**config.mk**
```make
export PLATFORM = sky130hd
export DESIGN_NAME = priority_drop_batch_queue_core
export DESIGN_NICKNAME = d
export VERILOG_FILES = /design/src/rtl/core/pdbq_pkg.sv /design/src/rtl/core/priority_drop_batch_queue_core.sv
export SDC_FILE = /design/constraint.sdc
export NUM_CORES = 1
export LEC_CHECK = 0
export BUFFER_PORTS_ARGS = -buffer_cell sky130_fd_sc_hd__buf_2
export CORE_UTILIZATION = 45
export CTS_BUF_LIST = sky130_fd_sc_hd__clkbuf_8
export DETAILED_ROUTE_END_ITERATION = 12
export GPL_ROUTABILITY_DRIVEN = 0
export GPL_TIMING_DRIVEN = 0
export PLACE_DENSITY = 0.65
export SETUP_SLACK_MARGIN = 0.02
export SYNTH_ARGS = -nofsm -noshare
export SYNTH_HDL_FRONTEND = slang
export SYNTH_SLANG_ARGS = --single-unit
```
**constraint.sdc**
```tcl
create_clock -name clock -period 12.12 [get_ports clock]
set_input_delay 0.606 -clock clock [delete_from_list [all_inputs] [get_ports clock]]
set_output_delay 0.606 -clock clock [all_outputs]
set_load 0.03 [all_outputs]
```
**src/rtl/core/pdbq_pkg.sv**
```systemverilog
// Shared types and constants for the priority-drop batch queue.
package pdbq_pkg;

   // Fixed field widths of the request and response beats
   localparam int unsigned OpW       = 2;
   localparam int unsigned PayW      = 32;
   localparam int unsigned AmountW   = 6;
   localparam int unsigned CapW      = 6;
   localparam int unsigned KindW     = 2;
   localparam int unsigned StatusW   = 2;
   localparam int unsigned OccW      = 6;

   // Parameter defaults and limits
   localparam int unsigned DefQueueDepth  = 32;
   localparam int unsigned DefPayloadBits = 32;
   localparam int unsigned MaxResults     = 32;
   localparam logic [CapW-1:0] CapReset   = 6'd32;

   // Request opcodes
   typedef enum logic [OpW-1:0] {
      OP_ENQUEUE = 2'd0,
      OP_PEEK    = 2'd1,
      OP_REMOVE  = 2'd2,
      OP_COUNT   = 2'd3
   } op_type;

   // Response kinds
   typedef enum logic [KindW-1:0] {
      KIND_ENQ_STATUS = 2'd0,
      KIND_PEEK       = 2'd1,
      KIND_REMOVE_ACK = 2'd2,
      KIND_COUNT      = 2'd3
   } kind_type;

   // Enqueue status codes
   typedef enum logic [StatusW-1:0] {
      ST_ACCEPTED = 2'd0,
      ST_DROPPED  = 2'd1,
      ST_REJECTED = 2'd2
   } status_type;

endpackage

```
**src/rtl/core/priority_drop_batch_queue_core.sv**
```systemverilog
// Top level of the priority-drop batch queue: circular record memory and its sequencer.
//
//  channel | ports                         | handshake       | beat
//  --------+-------------------------------+-----------------+-------------------------------
//  request | req_valid / req_stall         | valid and stall | opcode, payload, critical, amount
//  result  | rsp_valid / rsp_stall         | valid and stall | kind, status, record, occupancy, last
//  config  | csr_valid / csr_ready         | valid and ready | capacity_limit
//
// Count, remove and enqueue with room go from idle straight to the done state. An
// enqueue into a full queue scans one critical flag per cycle and then shifts the
// records ahead of the dropped one up by one per cycle, or is rejected when every
// record is critical. A peek returns one record per cycle while the result channel
// is not stalled; the single memory read port sets the pace of scan, shift and peek.
// Reset is synchronous and needs no clearing pass.
// A stalled result holds in the output register; the sequencer waits on it.
module priority_drop_batch_queue_core #(
   parameter int unsigned QUEUE_DEPTH  = pdbq_pkg::DefQueueDepth,
   parameter int unsigned PAYLOAD_BITS = pdbq_pkg::DefPayloadBits
) (
   input  logic                         clock,
   input  logic                         reset,
   // request channel
   input  logic                         req_valid,
   output logic                         req_stall,
   input  logic [pdbq_pkg::OpW-1:0]     req_opcode,
   input  logic [pdbq_pkg::PayW-1:0]    req_record_payload,
   input  logic                         req_record_critical,
   input  logic [pdbq_pkg::AmountW-1:0] req_amount,
   // result channel
   output logic                         rsp_valid,
   input  logic                         rsp_stall,
   output logic [pdbq_pkg::KindW-1:0]   rsp_result_kind,
   output logic [pdbq_pkg::StatusW-1:0] rsp_enqueue_status,
   output logic [pdbq_pkg::PayW-1:0]    rsp_out_payload,
   output logic                         rsp_out_critical,
   output logic                         rsp_out_valid,
   output logic [pdbq_pkg::OccW-1:0]    rsp_occupancy,
   output logic                         rsp_last,
   // configuration channel
   input  logic                         csr_valid,
   output logic                         csr_ready,
   input  logic [pdbq_pkg::CapW-1:0]    csr_capacity_limit
);
   import pdbq_pkg::*;

   localparam int unsigned AddrW = (QUEUE_DEPTH > 1) ? $clog2(QUEUE_DEPTH) : 1;
   localparam int unsigned CntW  = $clog2(QUEUE_DEPTH + 1);
   localparam int unsigned CmpW  = (CntW > CapW) ? CntW : CapW;
   localparam int unsigned WideW = (PAYLOAD_BITS > PayW) ? PAYLOAD_BITS : PayW;

   typedef struct packed {
      logic                    crit;
      logic [PAYLOAD_BITS-1:0] pay;
   } entry_type;

   typedef enum logic [5:0] {
      S_IDLE   = 6'b000001,
      S_SCAN   = 6'b000010,
      S_SHIFT  = 6'b000100,
      S_APPEND = 6'b001000,
      S_PEEK   = 6'b010000,
      S_DONE   = 6'b100000
   } state_type;

   // head + offset, wrapped into the memory; the sum stays below twice the depth
   function automatic logic [AddrW-1:0] wrap_add(input logic [AddrW-1:0] base,
                                                 input logic [CntW-1:0]  off);
      logic [AddrW:0] sum;
      sum = {1'b0, base} + (AddrW+1)'(off);
      if (sum >= (AddrW+1)'(QUEUE_DEPTH)) begin
         sum = sum - (AddrW+1)'(QUEUE_DEPTH);
      end
      return sum[AddrW-1:0];
   endfunction

   // Control and result registers
   state_type         state_ff, state_in;
   logic [AddrW-1:0]  head_ff, head_in;
   logic [CntW-1:0]   count_ff, count_in;
   logic [CntW-1:0]   pos_ff, pos_in;
   logic [CntW-1:0]   take_ff, take_in;
   logic [CapW-1:0]   cap_ff, cap_in;
   entry_type         new_entry_ff, new_entry_in;
   kind_type          res_kind_ff, res_kind_in;
   status_type        res_status_ff, res_status_in;

   logic              rsp_valid_ff, rsp_valid_in;
   kind_type          rsp_kind_ff, rsp_kind_in;
   status_type        rsp_status_ff, rsp_status_in;
   logic [PayW-1:0]   rsp_payload_ff, rsp_payload_in;
   logic              rsp_crit_ff, rsp_crit_in;
   logic              rsp_outv_ff, rsp_outv_in;
   logic [OccW-1:0]   rsp_occ_ff, rsp_occ_in;
   logic              rsp_last_ff, rsp_last_in;

   // Record memory
   entry_type         mem [QUEUE_DEPTH];
   entry_type         rd_data_ff;
   logic              mem_rd_en;
   logic              mem_wr_en;
   logic [CntW-1:0]   rd_pos;
   logic [CntW-1:0]   wr_pos;
   entry_type         mem_wr_data;
   logic [AddrW-1:0]  rd_addr;
   logic [AddrW-1:0]  wr_addr;

   // Misc combinational
   logic              accept;
   logic              out_free;
   logic [CmpW-1:0]   cap_eff;
   logic [CmpW-1:0]   count_cmp;
   logic [CmpW-1:0]   amount_cmp;
   logic [CmpW-1:0]   take_cmp;
   logic [WideW-1:0]  req_pay_wide;
   logic [WideW-1:0]  rd_pay_wide;
   logic [CmpW-1:0]   occ_wide;
   entry_type         req_entry;
   logic [CntW-1:0]   pos_next;
   logic [CntW-1:0]   pos_prev;

   assign req_stall = (state_ff != S_IDLE);
   assign accept    = req_valid && !req_stall;
   assign out_free  = !rsp_valid_ff || !rsp_stall;
   assign csr_ready = 1'b1;

   assign rd_addr = wrap_add(head_ff, rd_pos);
   assign wr_addr = wrap_add(head_ff, wr_pos);

   assign pos_next = pos_ff + CntW'(1);
   assign pos_prev = pos_ff - CntW'(1);

   // Effective capacity and batch length
   always_comb begin
      count_cmp  = CmpW'(count_ff);
      amount_cmp = CmpW'(req_amount);
      cap_eff    = CmpW'(cap_ff);
      if (cap_eff > CmpW'(QUEUE_DEPTH)) begin
         cap_eff = CmpW'(QUEUE_DEPTH);
      end
      take_cmp = (count_cmp < amount_cmp) ? count_cmp : amount_cmp;
      if (take_cmp > CmpW'(MaxResults)) begin
         take_cmp = CmpW'(MaxResults);
      end
   end

   // Payload width adaption between ports and storage
   assign req_pay_wide  = WideW'(req_record_payload);
   assign req_entry     = '{crit: req_record_critical, pay: req_pay_wide[PAYLOAD_BITS-1:0]};
   assign rd_pay_wide   = WideW'(rd_data_ff.pay);
   assign occ_wide      = CmpW'(count_ff);

   // Sequencer
   always_comb begin
      state_in      = state_ff;
      head_in       = head_ff;
      count_in      = count_ff;
      pos_in        = pos_ff;
      take_in       = take_ff;
      new_entry_in  = new_entry_ff;
      res_kind_in   = res_kind_ff;
      res_status_in = res_status_ff;
      mem_rd_en     = 1'b0;
      mem_wr_en     = 1'b0;
      rd_pos        = '0;
      wr_pos        = '0;
      mem_wr_data   = rd_data_ff;

      rsp_valid_in   = rsp_valid_ff && rsp_stall;
      rsp_kind_in    = rsp_kind_ff;
      rsp_status_in  = rsp_status_ff;
      rsp_payload_in = rsp_payload_ff;
      rsp_crit_in    = rsp_crit_ff;
      rsp_outv_in    = rsp_outv_ff;
      rsp_occ_in     = rsp_occ_ff;
      rsp_last_in    = rsp_last_ff;

      cap_in = cap_ff;
      if (csr_valid && csr_ready) begin
         cap_in = csr_capacity_limit;
      end

      unique case (state_ff)
         S_IDLE: begin
            if (accept) begin
               res_status_in = ST_ACCEPTED;
               state_in      = S_DONE;
               unique case (op_type'(req_opcode))
                  OP_ENQUEUE: begin
                     res_kind_in  = KIND_ENQ_STATUS;
                     new_entry_in = req_entry;
                     if (count_cmp < cap_eff) begin
                        mem_wr_en   = 1'b1;
                        wr_pos      = count_ff;
                        mem_wr_data = req_entry;
                        count_in    = count_ff + CntW'(1);
                     end else if (count_ff == '0) begin
                        res_status_in = ST_REJECTED;
                     end else begin
                        // full: look for the oldest droppable record
                        mem_rd_en = 1'b1;
                        rd_pos    = '0;
                        pos_in    = '0;
                        state_in  = S_SCAN;
                     end
                  end
                  OP_PEEK: begin
                     res_kind_in = KIND_PEEK;
                     take_in     = CntW'(take_cmp);
                     if (take_cmp != '0) begin
                        mem_rd_en = 1'b1;
                        rd_pos    = '0;
                        pos_in    = '0;
                        state_in  = S_PEEK;
                     end
                  end
                  OP_REMOVE: begin
                     res_kind_in = KIND_REMOVE_ACK;
                     if (amount_cmp != '0 && count_ff != '0) begin
                        if (amount_cmp >= count_cmp) begin
                           count_in = '0;
                        end else begin
                           head_in  = wrap_add(head_ff, CntW'(amount_cmp));
                           count_in = count_ff - CntW'(amount_cmp);
                        end
                     end
                  end
                  OP_COUNT: begin
                     res_kind_in = KIND_COUNT;
                  end
                  default: begin
                     res_kind_in = KIND_COUNT;
                  end
               endcase
            end
         end

         // one critical flag per cycle, oldest first
         S_SCAN: begin
            if (!rd_data_ff.crit) begin
               if (pos_ff == '0) begin
                  head_in  = wrap_add(head_ff, CntW'(1));
                  count_in = count_ff - CntW'(1);
                  state_in = S_APPEND;
               end else begin
                  mem_rd_en = 1'b1;
                  rd_pos    = pos_prev;
                  pos_in    = pos_prev;
                  state_in  = S_SHIFT;
               end
            end else if (pos_next == count_ff) begin
               res_status_in = ST_REJECTED;
               state_in      = S_DONE;
            end else begin
               mem_rd_en = 1'b1;
               rd_pos    = pos_next;
               pos_in    = pos_next;
            end
         end

         // move the records ahead of the gap up by one, newest of them first
         S_SHIFT: begin
            mem_wr_en   = 1'b1;
            wr_pos      = pos_next;
            mem_wr_data = rd_data_ff;
            if (pos_ff == '0) begin
               head_in  = wrap_add(head_ff, CntW'(1));
               count_in = count_ff - CntW'(1);
               state_in = S_APPEND;
            end else begin
               mem_rd_en = 1'b1;
               rd_pos    = pos_prev;
               pos_in    = pos_prev;
            end
         end

         // after the drop, the new record goes in only if it now fits
         S_APPEND: begin
            state_in = S_DONE;
            if (count_cmp >= cap_eff) begin
               res_status_in = ST_REJECTED;
            end else begin
               mem_wr_en     = 1'b1;
               wr_pos        = count_ff;
               mem_wr_data   = new_entry_ff;
               count_in      = count_ff + CntW'(1);
               res_status_in = ST_DROPPED;
            end
         end

         // one record per cycle into the output register while it is free
         S_PEEK: begin
            if (out_free) begin
               rsp_valid_in   = 1'b1;
               rsp_kind_in    = KIND_PEEK;
               rsp_status_in  = ST_ACCEPTED;
               rsp_payload_in = rd_pay_wide[PayW-1:0];
               rsp_crit_in    = rd_data_ff.crit;
               rsp_outv_in    = 1'b1;
               rsp_occ_in     = occ_wide[OccW-1:0];
               rsp_last_in    = (pos_next == take_ff);
               if (pos_next == take_ff) begin
                  state_in = S_IDLE;
               end else begin
                  mem_rd_en = 1'b1;
                  rd_pos    = pos_next;
                  pos_in    = pos_next;
               end
            end
         end

         // single-beat result
         S_DONE: begin
            if (out_free) begin
               rsp_valid_in   = 1'b1;
               rsp_kind_in    = res_kind_ff;
               rsp_status_in  = res_status_ff;
               rsp_payload_in = '0;
               rsp_crit_in    = 1'b0;
               rsp_outv_in    = 1'b0;
               rsp_occ_in     = occ_wide[OccW-1:0];
               rsp_last_in    = 1'b1;
               state_in       = S_IDLE;
            end
         end

         default: begin
            state_in = S_IDLE;
         end
      endcase
   end

   // Memory: one write and one registered read per cycle, never the same entry
   always_ff @(posedge clock) begin
      if (mem_wr_en) begin
         mem[wr_addr] <= mem_wr_data;
      end
      if (mem_rd_en) begin
         rd_data_ff <= mem[rd_addr];
      end
   end

   // Control state
   always_ff @(posedge clock) begin
      if (reset) begin
         state_ff     <= S_IDLE;
         head_ff      <= '0;
         count_ff     <= '0;
         pos_ff       <= '0;
         take_ff      <= '0;
         cap_ff       <= CapReset;
         rsp_valid_ff <= 1'b0;
      end else begin
         state_ff     <= state_in;
         head_ff      <= head_in;
         count_ff     <= count_in;
         pos_ff       <= pos_in;
         take_ff      <= take_in;
         cap_ff       <= cap_in;
         rsp_valid_ff <= rsp_valid_in;
      end
   end

   // Payload registers
   always_ff @(posedge clock) begin
      new_entry_ff   <= new_entry_in;
      res_kind_ff    <= res_kind_in;
      res_status_ff  <= res_status_in;
      rsp_kind_ff    <= rsp_kind_in;
      rsp_status_ff  <= rsp_status_in;
      rsp_payload_ff <= rsp_payload_in;
      rsp_crit_ff    <= rsp_crit_in;
      rsp_outv_ff    <= rsp_outv_in;
      rsp_occ_ff     <= rsp_occ_in;
      rsp_last_ff    <= rsp_last_in;
   end

   assign rsp_valid          = rsp_valid_ff;
   assign rsp_result_kind    = rsp_kind_ff;
   assign rsp_enqueue_status = rsp_status_ff;
   assign rsp_out_payload    = rsp_payload_ff;
   assign rsp_out_critical   = rsp_crit_ff;
   assign rsp_out_valid      = rsp_outv_ff;
   assign rsp_occupancy      = rsp_occ_ff;
   assign rsp_last           = rsp_last_ff;

endmodule

```
## Word level (Yosys, flattened, before mapping)

Memory sizes are Yosys's and may differ from the RTL's. A register that Yosys moved wholly into a read port is not among the register bits.
Index checks and enable logic that the tools add are counted.

- Output and inout port bits: 48
- Word-level logic and storage cells: 213
- Memories: 1
- Register bits after elaboration: 118
- Memory bits (writable): 1056

Memories:

| name | depth | width | rd ports | clocked after Yosys merged registers in | wr ports | RTL line | text |
|---|---|---|---|---|---|---|---|
| mem | 32 | 33 | 1 | 1 | 1 | priority_drop_batch_queue_core.sv:97 | `entry_type mem [QUEUE_DEPTH];` |

- Multiplexer cells: 108
- $lt $le $gt $ge: 10
- Reduce and logical (&&, ||, !) cells: 29
- Add/sub/neg operators: 13
- Equality and inequality tests: 34

Operators with widths:

| cell | count |
|---|---|
| 6-bit two-way mux | 38 |
| 33-bit two-way mux | 4 |
| 33-bit case mux with 2 select lines | 1 |
| 32-bit two-way mux | 2 |
| 32-bit case mux with 2 select lines | 1 |
| 5-bit two-way mux | 10 |
| 6-bit case mux with 4 select lines | 2 |
| 6-bit case mux with 2 select lines | 3 |
| 6-bit case mux with 3 select lines | 2 |
| 6-bit case mux with 6 select lines | 1 |
| 6-bit greater-or-equal comparator, second input constant | 4 |
| 2-bit inequality test, second input constant | 12 |
| 2-bit two-way mux | 11 |
| 1-bit two-way mux | 21 |
| 3-bit inequality test, second input constant | 7 |
| 5-bit by 1-bit subtractor with 5-bit output, second input constant | 4 |
| 5-bit by 6-bit adder with 6-bit output | 3 |
| 6-bit nonzero test | 3 |
| 5-bit case mux with 3 select lines | 1 |
| 6-bit by 1-bit adder with 6-bit output, second input constant | 2 |
| 6-bit == test | 2 |
| 6-bit greater-or-equal comparator | 2 |
| 6-bit greater-than comparator, second input constant | 2 |
| 6-bit logical NOT | 2 |
| other kinds (36) | 54 |

## Logic depth before layout (Yosys ltp)

- Depth after elaboration: 10
- Depth in mapped cells: 20
- Gate-level depth less buffers: 17

## Least setup slack after synthesis

No wires, ideal clock.

- Path kind: reg2reg
- Start: register state_ff[5]
- End: memory mem[10][0] (netlist bit), enable pin
- Clock period less this slack: 7281 ps
- Buffers on the path: 4
- Cell stages (with the launch flop): 17
- Data arrival time: 6817 ps
- Setup slack: 4839 ps
- Cells stage by stage: dfxtp_1 -> buf_4 -> or4b_1 -> or2_1 -> nor4_4 -> o21bai_1 -> buf_2 -> clkbuf_1 -> o22ai_1 -> ha_1 -> fa_1 -> a21o_1 -> a21oi_1 -> xnor2_1 -> xnor2_2 -> buf_4 -> nor3_1

- Word-level cells in the longest chain between the ends: 8
- Elaborated cells on any way between the ends: 16
- Classes of those cells: 2 x add/sub; 1 x order compare; 4 x eq/ne; 7 x mux; 2 x reduce/logical

RTL lines:

| what | RTL line | text |
|---|---|---|
| start: declaration | priority_drop_batch_queue_core.sv:77 | `state_type state_ff, state_in;` |
| start signal: assignment | priority_drop_batch_queue_core.sv:353 | `state_ff <= state_in;` |
| 6-bit by 1-bit inequality test with 1-bit output | priority_drop_batch_queue_core.sv:121 | `assign req_stall = (state_ff != S_IDLE);` |
| 1-bit logical NOT | priority_drop_batch_queue_core.sv:122 | `assign accept = req_valid && !req_stall;` |
| 1-bit logical AND | priority_drop_batch_queue_core.sv:122 |  |
| 6-bit two-way mux | priority_drop_batch_queue_core.sv:184 | `if (accept) begin` |
| 6-bit case mux with 3 select lines | priority_drop_batch_queue_core.sv:182 | `unique case (state_ff)` |
| 5-bit by 6-bit adder with 6-bit output | priority_drop_batch_queue_core.sv:69 | `sum = {1'b0, base} + (AddrW+1)'(off);` |
| 5-bit by 1-bit subtractor with 5-bit output / 6-bit greater-or-equal comparator (equally long branches) | priority_drop_batch_queue_core.sv:71, priority_drop_batch_queue_core.sv:70 |  |
| 5-bit two-way mux | priority_drop_batch_queue_core.sv:70 | `if (sum >= (AddrW+1)'(QUEUE_DEPTH)) begin` |
| end: declaration | priority_drop_batch_queue_core.sv:97 |  |

Several ways; a longest one is shown, not always the timed one.

## Worst setup path after layout

- Start: register count_ff[0] (netlist: count_cmp[0])
- End: memory mem[11][25] (netlist bit), enable pin

- Word-level cells in the longest chain between the ends: 8
- Elaborated cells on any way between the ends: 18
- Classes of those cells: 2 x add/sub; 3 x order compare; 13 x mux

RTL lines:

| what | RTL line | text |
|---|---|---|
| start: declaration | priority_drop_batch_queue_core.sv:79 | `logic [CntW-1:0] count_ff, count_in;` |
| start signal: assignment | priority_drop_batch_queue_core.sv:355 | `count_ff <= count_in;` |
| 6-bit < comparator | priority_drop_batch_queue_core.sv:191 | `if (count_cmp < cap_eff) begin` |
| 6-bit two-way mux | priority_drop_batch_queue_core.sv:191 |  |
| 6-bit two-way mux | priority_drop_batch_queue_core.sv:187 | `unique case (op_type'(req_opcode))` |
| 6-bit two-way mux | priority_drop_batch_queue_core.sv:184 |  |
| 6-bit case mux with 3 select lines | priority_drop_batch_queue_core.sv:182 |  |
| 5-bit by 6-bit adder with 6-bit output | priority_drop_batch_queue_core.sv:69 |  |
| 5-bit by 1-bit subtractor with 5-bit output / 6-bit greater-or-equal comparator (equally long branches) | priority_drop_batch_queue_core.sv:71, priority_drop_batch_queue_core.sv:70 |  |
| 5-bit two-way mux | priority_drop_batch_queue_core.sv:70 |  |

Several ways; a longest one is shown, not always the timed one.

==> results.cfg <==
[run]
max_cap_violations = 0

[die]
core_area_sq_um = 106000
num_io_pins = 100
fp.dieW_um = 330
initial_core_util_pct = 45.7
placementRows = 119
die-area_sq_um = 109000
die_h_um = 330

[timing]
skew_ns = 0.0576
tightest_slew_ns = 1.35
holdWs_ns = 0.112
slew_headroom_pct = 9.62
post-route-period-util_pct = 58.4
fin_crit_ns = 7.08
rsz0062_at_grt = no
timing.fmax_mhz = 141
slew_viol_final = 0
worst_slack_ns = 5.04
hold_viol = 0
setup_viol_count_final = 0

[synth]
synth_top_cell_by_area = edfxtp_1
synth_cell_types = 79
synth_edf_count = 1171
syn-num-nets = 2369
async_reset_ff_share_pct = 0
synth-seq-cells = 1207
postSynthAreaPerCell_sq_um = 21.2
yosys_warnings = 0
syn_inst = 2282
yosys-top-cells-area = edfxtp_1 73%, mux4_2 15%, dfxtp_1 1.5%
ys_seq_area_share_pct = 74.2
synth_most_common_cell = edfxtp_1
synth_top_area_share_pct = 72.7
syn_area_sq_um = 48300
synthTopCellsByCount = 1171 x edfxtp_1, 330 x mux4_2, 84 x clkbuf_1
synth_flop_cell = edfxtp_1

[clock_network]
clockRootBuffer = clkbuf_8
cts_hold_buf = 39
cts_setup_buffers = 0
cts.clk_slew.worst_paths_ns = 0.06
clkSinkCount = 1207
cts_buffers = 186
cts_resized = 0
insertion_delay_ns = 0.87
cts-htree-levels = 4
cts_tree = yes
ctsLongestPathBuffers = 3

[place]
portBuffers = 97
dp.cells = 3918
dp_hpwl_um = 88900
preCtsSetupSlack_ns = 5.20

[min_path]
min_from = reset
hold_path_class = in -> reg

[power_and_ir_drop]
leakagePower_nw = 18.3
total_power_mw = 9.72
peakVddDrop_uv = 109
p_per_area_nw_per_um2 = 173

[cells_and_area]
regArea_sq_um = 35900
final_cells = 4294
layout-drive-gt1-share_pct = 31.9
fin_nets = 2841
syn2layout_area_growth_pct = 16.5
n_fill_cell = 8042
multi_input_area_sq_um = 11800

[detailed_routing]
detail_route.first_pass.iterations = 12
viasPerCell = 6.02
drt_iter0_drc = 3676
drt-total-wl_um = 128000
post_drt_wl_per_cell_um = 29.8
vias = 25800
ant_nets = 0
drc = 0

[critical_path]
regToRegStartpoint = count_cmp[0]
worstSetupStartpointType = flop
critPathMaxFanout = 10
startpoint = count_cmp[0]
critPathArrivalTime_ns = 7.65
required_ns = 12.69
worstSetupEndpointType = flop
crit_type = reg -> reg

[global_route]
grt_pass1_vias = 26300
grt_pass1_wl_um = 183000
gr-total-overflow = 0
grt_max_degree = 33
antenna_found_initial = 7
grt.total_usage_pct = 23.9

[outcome]
status = finished clean
==> layout by cell type (no fill, tap or decap), types with 39 or more instances in the layout <==
| cell type | synthesis | routed |
|---|---|---|
| a21oi_1 | 41 | 40 |
| buf_2 | 8 | 105 |
| buf_6 | 3 | 127 |
| clkbuf_1 | 84 | 80 |
| clkbuf_8 | 0 | 188 |
| clkinv_1 | 0 | 40 |
| dlygate4sd3_1 | 0 | 39 |
| edfxtp_1 | 1171 | 1171 |
| inv_1 | 63 | 125 |
| mux4_2 | 330 | 330 |
| nand2_1 | 41 | 41 |
| nor2_1 | 64 | 63 |
==> metal layers <==
layer,part of all wire (%),wire length (um),track usage (%),vias up
met5,0.0055,7,0,-
met4,2.9,3700,8.12,2
met3,10,13100,6.05,274
met2,48,62000,38.7,1532
met1,38,49200,31.8,13500
li1,-,-,-,10500
==> flip-flops by register name, indices dropped and copies added, names as in the netlist <==
register and count:
take_ff 6, pos_ff 6, res_status_ff 2, state_ff 6
new_entry_ff 33, rsp_result_kind 2, rsp_enqueue_status 2, rsp_out_valid 1
rsp_out_payload 32, cap_ff 6, rd_data_ff 1, count_cmp 6
rsp_last 1, rd_pay_wide 32, rsp_valid 1, mem 1056
rsp_occupancy 6, res_kind_ff 2, head_ff 5, rsp_out_critical 1
==> final timing paths <==
check / endpoint / slack (ns) / cells after the start
max reg2reg: mem[11][25] / 5.04 / 20
min reg2reg: rsp_result_kind[0] / 0.51 / 1
min: pos_ff[5] / 0.11 / 3
max: mem[11][25] / 5.04 / 20
==> cell type report <==
class / count / share of cell area [%]
Sequential cell: 1207 / 63.7
Multi-Input combinational cell: 889 / 21.0
Clock buffer: 188 / 4.59
Timing Repair Buffer: 284 / 4.55
Tap cell: 1391 / 3.09
Clock inverter: 146 / 1.61
Buffer: 121 / 1.00
Inverter: 65 / 0.433
Antenna cell: 3 / 0.0133
==> critical path: stages (launching register included) <==
cell,delay [ns]
dfxtp_1,0.53
inv_1,0.28
ha_1,0.36
and2_1,0.15
a311oi_1,0.10
o21ai_0,0.26
o21bai_1,0.23
buf_2,0.63
clkbuf_1,0.46
buf_8,0.26
o22ai_1,0.12
ha_1,0.26
fa_1,0.49
a21o_1,0.19
a21oi_1,0.18
xnor2_1,0.33
xnor2_2,0.31
buf_4,0.28
nor3_2,0.84
buf_6,0.28
buf_6,0.19
==> kinds of logic (layout without fill, tap and decap cells) <==
logic type / count (synthesis) / in the layout / synth area share [%]
AND/OR/NAND/NOR: 252 / 252 / 2.75
multiplexers: 376 / 376 / 16.6
adder cells (fa/ha/maj): 35 / 35 / 0.968
XOR/XNOR: 41 / 41 / 0.942
buffers and inverters: 186 / 804 / 1.66
AO/OA/AOI/OAI: 184 / 184 / 2.78
flip-flops: 1207 / 1207 / 74.2
other: 1 / 4 / 0.00776
==> report_power, final <==
group          internal, mW  leakage (nW)  switching [mW]
Combinational         0.525          5.46           0.994
Sequential             4.92          10.8          0.0592
Clock                  1.61          2.02            1.60
Total                  7.06          18.3            2.66
==> metrics by stage <==
step	TNS (ns)	instance area (sq um)	util, %
after floorplan	0	48300	-
after global routing	0	56300	53.2
after CTS	0	56300	53.2
after detailed placement	0	52400	49.5
after global placement	-1566.34	50600	47.8
final	0	56300	53.2
Power figures use the tool's default switching activity.
